File: src/btss_pkg.sv
// Shared types and constants for the BER TLV stream scanner.
// No dependencies.
`default_nettype none
package btss_pkg;
    localparam logic [7:0] INT_TAG    = 8'h02;
    localparam logic [7:0] FILTER_AND = 8'hA0;
    localparam logic [7:0] FILTER_SUB = 8'hA4;
    localparam logic [2:0] KIND_OTHER = 3'd5;
    localparam logic [1:0] ERR_OK     = 2'd0;
    localparam logic [1:0] ERR_LENGTH = 2'd1;
    localparam logic [1:0] ERR_INTLEN = 2'd2;
    localparam logic [1:0] ERR_TRUNC  = 2'd3;

    typedef struct packed {
        logic [7:0]  tag_value;
        logic [31:0] content_length;
        logic [7:0]  header_bytes;
        logic        entered;
        logic        integer_valid;
        logic [31:0] integer_value;
        logic [2:0]  filter_kind;
        logic [1:0]  error_code;
    } t_result;

    function automatic logic [2:0] kind_of(input logic [7:0] t);
        if (t >= FILTER_AND && t <= FILTER_SUB) begin
            kind_of = 3'(t - FILTER_AND);
        end else begin
            kind_of = KIND_OTHER;
        end
    endfunction
endpackage
`default_nettype wire

File: src/ber_tlv_stream_scanner_top.sv
// Top level of the BER TLV stream scanner: decoder front and result queue.
// Depends on btss_pkg, btss_front and btss_queue.
`default_nettype none
// The scanner takes one stream byte per cycle and reports at most one result per
// TLV: at the end of the header when the descend flag on the tag byte is set or
// the length is zero, after the last value byte otherwise, or early on an error.
// A byte is decoded in the cycle it is accepted, and its result enters a two-entry
// queue, so the sustained rate is one byte per cycle; the input stalls only when
// the queue is full and the consumer is not taking results.
module ber_tlv_stream_scanner_top import btss_pkg::*; #(
    parameter int MAX_LENGTH_BYTES = 4
) (
    input  wire logic        i_clk,
    input  wire logic        i_rst_n,
    input  wire logic        i_valid,
    output logic             o_ready,
    input  wire logic [7:0]  i_data_byte,
    input  wire logic        i_descend,
    input  wire logic        i_last_byte,
    output logic             o_valid,
    input  wire logic        i_ready,
    output logic [7:0]       o_tag_value,
    output logic [31:0]      o_content_length,
    output logic [7:0]       o_header_bytes,
    output logic             o_entered,
    output logic             o_integer_valid,
    output logic [31:0]      o_integer_value,
    output logic [2:0]       o_filter_kind,
    output logic [1:0]       o_error_code
);
    t_result res, qout;
    logic    res_valid, full, accept;

    // A full queue still takes an item when the consumer drains one this cycle.
    assign o_ready = !full || i_ready;
    assign accept  = i_valid && o_ready;

    btss_front #(.MAX_LENGTH_BYTES(MAX_LENGTH_BYTES)) u_front (
        .i_clk(i_clk), .i_rst_n(i_rst_n), .i_en(accept),
        .i_data_byte(i_data_byte), .i_descend(i_descend), .i_last_byte(i_last_byte),
        .o_res(res), .o_res_valid(res_valid)
    );

    btss_queue u_queue (
        .i_clk(i_clk), .i_rst_n(i_rst_n), .i_wr(accept && res_valid), .i_data(res),
        .o_full(full), .o_valid(o_valid), .i_rd(o_valid && i_ready), .o_data(qout)
    );

    assign o_tag_value      = qout.tag_value;
    assign o_content_length = qout.content_length;
    assign o_header_bytes   = qout.header_bytes;
    assign o_entered        = qout.entered;
    assign o_integer_valid  = qout.integer_valid;
    assign o_integer_value  = qout.integer_value;
    assign o_filter_kind    = qout.filter_kind;
    assign o_error_code     = qout.error_code;
endmodule
`default_nettype wire

File: src/btss_front.sv
// Front part: accepts stream bytes and runs the TLV decode, one byte per cycle while i_en is high.
// Depends on btss_pkg.
`default_nettype none
module btss_front import btss_pkg::*; #(
    parameter int MAX_LENGTH_BYTES = 4
) (
    input  wire logic       i_clk,
    input  wire logic       i_rst_n,
    input  wire logic       i_en,
    input  wire logic [7:0] i_data_byte,
    input  wire logic       i_descend,
    input  wire logic       i_last_byte,
    output t_result         o_res,
    output logic            o_res_valid
);
    localparam logic [2:0] PH_TAG = 3'd0, PH_LEN_FIRST = 3'd1, PH_LEN_LONG = 3'd2,
                           PH_VALUE = 3'd3;
    localparam logic [6:0] LIMIT = 7'((MAX_LENGTH_BYTES < 4) ? MAX_LENGTH_BYTES : 4);

    logic [2:0]  r_phase, n_phase;
    logic [7:0]  r_tag, n_tag;
    logic [31:0] r_len, n_len;
    logic [6:0]  r_left, n_left;
    logic [7:0]  r_hdr, n_hdr;
    logic [31:0] r_vleft, n_vleft;
    logic [31:0] r_iacc, n_iacc;
    logic        r_dsc, n_dsc;

    always_comb begin
        logic        fin;
        logic [31:0] flen;
        n_phase = r_phase; n_tag = r_tag; n_len = r_len; n_left = r_left;
        n_hdr = r_hdr; n_vleft = r_vleft; n_iacc = r_iacc; n_dsc = r_dsc;
        o_res_valid = 1'b0;
        o_res = '0;
        fin = 1'b0;
        flen = '0;
        unique case (r_phase)
            PH_TAG: begin
                n_tag = i_data_byte; n_dsc = i_descend; n_hdr = 8'd1;
                n_len = '0; n_iacc = '0; n_vleft = '0; n_left = '0;
                n_phase = PH_LEN_FIRST;
                if (i_last_byte) begin
                    o_res_valid = 1'b1; o_res.error_code = ERR_TRUNC;
                end
            end
            PH_LEN_FIRST: begin
                n_hdr = 8'd2;
                if (!i_data_byte[7]) begin
                    fin = 1'b1; flen = {24'd0, i_data_byte};
                end else begin
                    n_left = i_data_byte[6:0];
                    n_len = '0;
                    if (i_data_byte[6:0] == 7'd0) begin
                        fin = 1'b1;
                    end else begin
                        n_phase = PH_LEN_LONG;
                        if (i_last_byte) begin
                            o_res_valid = 1'b1; o_res.error_code = ERR_TRUNC;
                        end
                    end
                end
            end
            PH_LEN_LONG: begin
                n_hdr = r_hdr + 8'd1;
                if (r_left > LIMIT && i_data_byte != 8'h00) begin
                    o_res_valid = 1'b1; o_res.error_code = ERR_LENGTH;
                end else begin
                    n_len = {r_len[23:0], i_data_byte};
                    n_left = r_left - 7'd1;
                    if (n_left == 7'd0) begin
                        fin = 1'b1; flen = n_len;
                    end else if (i_last_byte) begin
                        o_res_valid = 1'b1; o_res.error_code = ERR_TRUNC;
                    end
                end
            end
            PH_VALUE: begin
                n_iacc = {r_iacc[23:0], i_data_byte};
                n_vleft = r_vleft - 32'd1;
                o_res.content_length = r_len;
                if (n_vleft == 32'd0) begin
                    o_res_valid = 1'b1;
                    if (r_tag == INT_TAG) begin
                        if (r_len <= 32'd4) begin
                            o_res.integer_valid = 1'b1; o_res.integer_value = n_iacc;
                        end else begin
                            o_res.error_code = ERR_INTLEN;
                        end
                    end
                end else if (i_last_byte) begin
                    o_res_valid = 1'b1; o_res.error_code = ERR_TRUNC;
                end
            end
            default: n_phase = PH_TAG;
        endcase
        if (fin) begin
            n_len = flen;
            if (r_dsc) begin
                o_res_valid = 1'b1; o_res.entered = 1'b1; o_res.content_length = flen;
                o_res.error_code = (i_last_byte && flen != 0) ? ERR_TRUNC : ERR_OK;
            end else if (flen == 0) begin
                o_res_valid = 1'b1;
                o_res.error_code = (r_tag == INT_TAG) ? ERR_INTLEN : ERR_OK;
            end else if (i_last_byte) begin
                o_res_valid = 1'b1; o_res.content_length = flen; o_res.error_code = ERR_TRUNC;
            end else begin
                n_vleft = flen; n_iacc = '0; n_phase = PH_VALUE;
            end
        end
        o_res.tag_value = n_tag;
        o_res.header_bytes = n_hdr;
        o_res.filter_kind = kind_of(n_tag);
        if (o_res_valid) n_phase = PH_TAG;
    end

    always_ff @(posedge i_clk) begin
        if (!i_rst_n) begin
            r_phase <= PH_TAG; r_tag <= '0; r_len <= '0; r_left <= '0;
            r_hdr <= '0; r_vleft <= '0; r_iacc <= '0; r_dsc <= 1'b0;
        end else if (i_en) begin
            r_phase <= n_phase; r_tag <= n_tag; r_len <= n_len; r_left <= n_left;
            r_hdr <= n_hdr; r_vleft <= n_vleft; r_iacc <= n_iacc; r_dsc <= n_dsc;
        end
    end

`ifndef SYNTHESIS
    a_phase_legal: assert property (@(posedge i_clk) disable iff (!i_rst_n)
        r_phase <= PH_VALUE) else $error("phase out of range");
    a_value_nonzero: assert property (@(posedge i_clk) disable iff (!i_rst_n)
        r_phase == PH_VALUE |-> r_vleft != 0) else $error("value count zero");
    a_long_left: assert property (@(posedge i_clk) disable iff (!i_rst_n)
        r_phase == PH_LEN_LONG |-> r_left != 0) else $error("length count zero");
`endif
endmodule
`default_nettype wire

File: src/btss_queue.sv
// Two-entry result queue between the decoder and the output port.
// Depends on btss_pkg.
`default_nettype none
module btss_queue import btss_pkg::*; (
    input  wire logic    i_clk,
    input  wire logic    i_rst_n,
    input  wire logic    i_wr,
    input  wire t_result i_data,
    output logic         o_full,
    output logic         o_valid,
    input  wire logic    i_rd,
    output t_result      o_data
);
    t_result    r_mem [2];
    logic       r_wp, r_rp;
    logic [1:0] r_cnt;

    assign o_full  = r_cnt == 2'd2;
    assign o_valid = r_cnt != 2'd0;
    assign o_data  = r_mem[r_rp];

    always_ff @(posedge i_clk) begin
        if (i_wr) r_mem[r_wp] <= i_data;
    end

    always_ff @(posedge i_clk) begin
        if (!i_rst_n) begin
            r_wp <= 1'b0; r_rp <= 1'b0; r_cnt <= '0;
        end else begin
            if (i_wr) r_wp <= ~r_wp;
            if (i_rd) r_rp <= ~r_rp;
            r_cnt <= r_cnt + 2'(i_wr) - 2'(i_rd);
        end
    end

`ifndef SYNTHESIS
    a_no_overflow: assert property (@(posedge i_clk) disable iff (!i_rst_n)
        o_full |-> !i_wr || i_rd) else $error("queue overflow");
    a_no_underflow: assert property (@(posedge i_clk) disable iff (!i_rst_n)
        i_rd |-> o_valid) else $error("queue underflow");
    a_count: assert property (@(posedge i_clk) disable iff (!i_rst_n)
        r_cnt != 2'd3) else $error("queue count invalid");
`endif
endmodule
`default_nettype wire

File: config.mk
export PLATFORM = sky130hd
export DESIGN_NAME = ber_tlv_stream_scanner_top
export DESIGN_NICKNAME = d
export VERILOG_FILES = /design/src/btss_pkg.sv /design/src/ber_tlv_stream_scanner_top.sv /design/src/btss_front.sv /design/src/btss_queue.sv
export SDC_FILE = /design/constraint.sdc
export NUM_CORES = 1
export LEC_CHECK = 0
export BUFFER_PORTS_ARGS = -buffer_cell sky130_fd_sc_hd__buf_2
export CAP_MARGIN = 15
export CORE_UTILIZATION = 33
export CTS_CLUSTER_DIAMETER = 120
export DETAILED_ROUTE_END_ITERATION = 10
export HOLD_SLACK_MARGIN = 0.1
export PLACE_DENSITY = 0.56
export SYNTH_ARGS = -nofsm -noshare
export SYNTH_HDL_FRONTEND = slang
export SYNTH_SLANG_ARGS = --single-unit
File: constraint.sdc
create_clock -name i_clk -period 13.5 [get_ports i_clk]
set_input_delay 1.35 -clock i_clk [delete_from_list [all_inputs] [get_ports i_clk]]
set_output_delay 1.35 -clock i_clk [all_outputs]
set_load 0.005 [all_outputs]
==> results.cfg <==
[routing]
vias_per_cell = 5.51
drtIter0Drc = 941
postRouteAntennaNets = 0
drt_first_pass_iters = 5
vias = 10400
drc = 0
routed_wl_um = 36700
wl_per_cell_um = 19.4

[die]
start_util_pct = 33.5
die_area_um2 = 42400
row_count = 74
core_um2 = 40900
die_h_um = 206
die_width_um = 206
io_pins = 103

[critical_path]
critPathArrivalTime_ns = 5.63
worstReg2RegEnd = u_queue.r_mem[1][7]
cp-end-kind = flip-flop
cp-endpoint = u_queue.r_mem[1][7]
crit_fanout = 57
crit_top_cell = inv_1
cp_slowest_stage_delay_ns = 0.75
rrSetupSlack_ns = 8.06
crit_required_ns = 13.69
slowest_stage = nor2_4
rr_startpoint = u_front.r_vleft[1]
startpoint = u_front.r_vleft[1]
start_kind = flip-flop
crit_chain = inv_1, ha_1, nor4b_2, nand2_1, nor4_1, xor2_1, nor4_2, nand3_1, a31oi_1, inv_1, nor2_4, buf_4
reg2reg_depth = 12
crit_type = reg2reg

[place]
routabilityCongestion = 0.864
port_buffers = 102
dp_cells = 1838
place_hpwl_um = 23700

[clocking]
clockBufferDepth = 3
h-tree-depth = 1
cts_setup_buffers = 0
cts_tree = built
cts-root-buf = clkbuf_16
path_clk_slew_ns = 0.07
cts_resized = 0
clk_latency_ns = 0.57
cts.sinks = 294
cts_hold_buf = 0
numCtsBuffers = 30

[synthesis]
synth_seq_area_share_pct = 55.6
netlist-cell-type-count = 68
synth_cells = 1286
syn_nets = 1308
synth-main-ff-cell = edfxtp_1
yosys_warnings = 0
netlist_area_um2 = 13700
syn-mean-instance-area_um2 = 10.7
ys_ff_latch = 294
synth-edff-count = 174
async_flop_share_pct = 0

[run]
max-cap-violations = 0

[status]
outcome = complete, no violations

[global_routing]
antenna_found_initial = 0
grt_usage_pct = 17.1
grt-ovfl-total = 0
grt_pass1_vias = 9764
grt_max_degree = 81
grt_first_pass_wirelength_um = 56800

[timing]
period_needed_ns = 5.44
slew-limit-headroom_pct = 24.1
rsz0062_at_grt = no
setup_viol = 0
finClkSkew_ns = 0.0164
fin_setup_tns_ns = 0
final_max_slew_viol_count = 0
hold_violations = 0
timing.final.crit_share_pct = 40.3
worst_slew_pin_slew_ns = 1.14
max_freq_ghz = 0.184

[power_and_ir_drop]
pwr-share-comb_pct = 22.3
peakVddDrop_mv = 0.101
switching_share_pct = 30.0
p_switching_w = 0.000714
powerDensity_nw_per_um2 = 153
seq_power_share_pct = 45.5
p_clk_share_pct = 32.3
leakagePower_nw = 5.44
p_int_w = 0.00167

[final_layout]
fin_cells = 1894
area_growth_pct = 13.5
fill_cells = 4022
nNetsFinal = 1360
diodes = 0
seq_area_um2 = 7630
drive_gt1_share_pct = 21.1
multi_input_area_um2 = 5620

[hold_path]
hp-class = reg2reg
power groups by stage:
stage,registers (W),logic [W],clock network [W]
CTS,0.00108,0.000537,0.000788
floorplan,0.00107,0.000372,0
global route,0.00109,0.000585,0.000820
detailed placement,0.00110,0.000534,0
finish,0.00108,0.000530,0.000768
global placement,0.00110,0.000535,0
worst max-delay path: cells and delay by family, from the launching register on:
kind	cells	cell delay [ns]
fa+ha+maj	1	0.35
xor+xnor	1	0.17
simple gates	6	2.63
flops	1	0.36
buf+inv	3	1.10
compound gates	1	0.35
layout make-up:
class	instances	share of cell area [%]
clock buffer	36	5.03
clock inverter	20	0.755
inverter	20	0.490
multi-input combinational	868	36.1
sequential	294	49.0
tap	532	4.27
timing repair buffer	124	4.34
per-stage QoR:
step | setup slack, ns | instance area (um2) | total power, W | hold WS (ns) | utilization [%]
global route | 7.57 | 15600 | 0.00250 | 0.495 | 38.0
floorplan | 6.26 | 13700 | 0.00144 | 0.444 | -
CTS | 7.99 | 15600 | 0.00241 | 0.472 | 38.0
global placement | 8.03 | 14700 | 0.00163 | 0.455 | 35.8
detailed placement | 7.97 | 14700 | 0.00164 | 0.461 | 35.8
finish | 8.06 | 15600 | 0.00238 | 0.472 | 38.0
logic make-up (layout without fill, tap and decap cells):
family / after synthesis / in the layout / share of synthesized area, %
AND/OR/NAND/NOR: 464 / 464 / 17.3
adder cells (fa/ha/maj): 8 / 8 / 0.730
flip-flops: 294 / 294 / 55.6
AO/OA/AOI/OAI: 285 / 285 / 13.9
XOR/XNOR: 10 / 10 / 0.638
buffers and inverters: 124 / 200 / 3.64
multiplexers: 101 / 101 / 8.22
cell usage in the layout (no fill, tap or decap), types with 4 or more instances in the layout:
| cell | instances |
|---|---|
| edfxtp_1 | 174 |
| nor2_1 | 132 |
| dfxtp_1 | 119 |
| buf_2 | 102 |
| mux2_2 | 93 |
| a21oi_1 | 85 |
| nand2_1 | 84 |
| nor3_1 | 49 |
| o21ai_0 | 44 |
| nand4_1 | 41 |
| and2_1 | 39 |
| a22oi_1 | 37 |
| a22o_1 | 33 |
| clkbuf_16 | 30 |
| nand3_1 | 29 |
| a311oi_1 | 25 |
| buf_4 | 22 |
| nor4_1 | 21 |
| inv_1 | 19 |
| a211oi_1 | 12 |
| or2_2 | 10 |
| clkinv_1 | 10 |
| or3_1 | 9 |
| a31oi_1 | 9 |
| mux2i_1 | 8 |
| or4_1 | 8 |
| ha_1 | 8 |
| and3_1 | 7 |
| xor2_1 | 6 |
| nor4b_1 | 5 |
| a21o_1 | 5 |
| clkinv_2 | 5 |
| clkbuf_1 | 5 |
| xnor2_1 | 4 |
| o31ai_1 | 4 |
| nand4b_1 | 4 |
| nor2b_1 | 4 |
cell usage after synthesis, types with 10 or more instances:
library cell    n  area (um2)
a211oi_1       12        90.1
a21oi_1        85         425
a22o_1         33         289
a22oi_1        37         278
a311oi_1       25         219
and2_1         40         250
clkbuf_1       89         334
dfxtp_1       120        2400
edfxtp_1      174        5230
inv_1          19        71.3
mux2_2         93        1050
nand2_1        84         315
nand3_1        29         145
nand4_1        41         257
nor2_1        135         507
nor3_1         49         245
nor4_1         21         131
o21ai_0        44         220
or2_2          10        62.6
routing by layer:
| metal | vias up | GRT usage [%] | part of all wire (%) |
|---|---|---|---|
| met5 | - | 0 | 0 |
| li1 | 4929 | - | - |
| met3 | 48 | 2.65 | 6.1 |
| met1 | 5131 | 24.5 | 46 |
| met2 | 335 | 26.4 | 45 |
| met4 | 0 | 5.30 | 2.4 |
how the worst min path moves through the flow:
stage                     cells after the start           endpoint         startpoint
after floorplan                               2   u_front.r_tag[1]   u_front.r_tag[1]
after global placement                        2  u_front.r_len[24]  u_front.r_len[24]
after detailed placement                      2  u_front.r_len[24]  u_front.r_len[24]
after CTS                                     2  u_front.r_len[24]  u_front.r_len[24]
after global routing                          2   u_front.r_tag[1]   u_front.r_tag[1]
final                                         2  u_front.r_len[31]  u_front.r_len[31]
sequential cells by signal (all words and copies together), names as in the netlist, named ones only:
name,cells
u_front.r_tag,8
u_front.r_dsc,1
u_front.r_len,32
u_queue.r_cnt,2
u_front.r_hdr,8
u_front.r_phase,3
u_queue.r_rp,1
u_queue.r_wp,1
u_front.r_left,7
u_front.r_vleft,32
u_front.r_iacc,24
u_queue.r_mem,174
No activity file was read; power rests on OpenSTA's default activity.
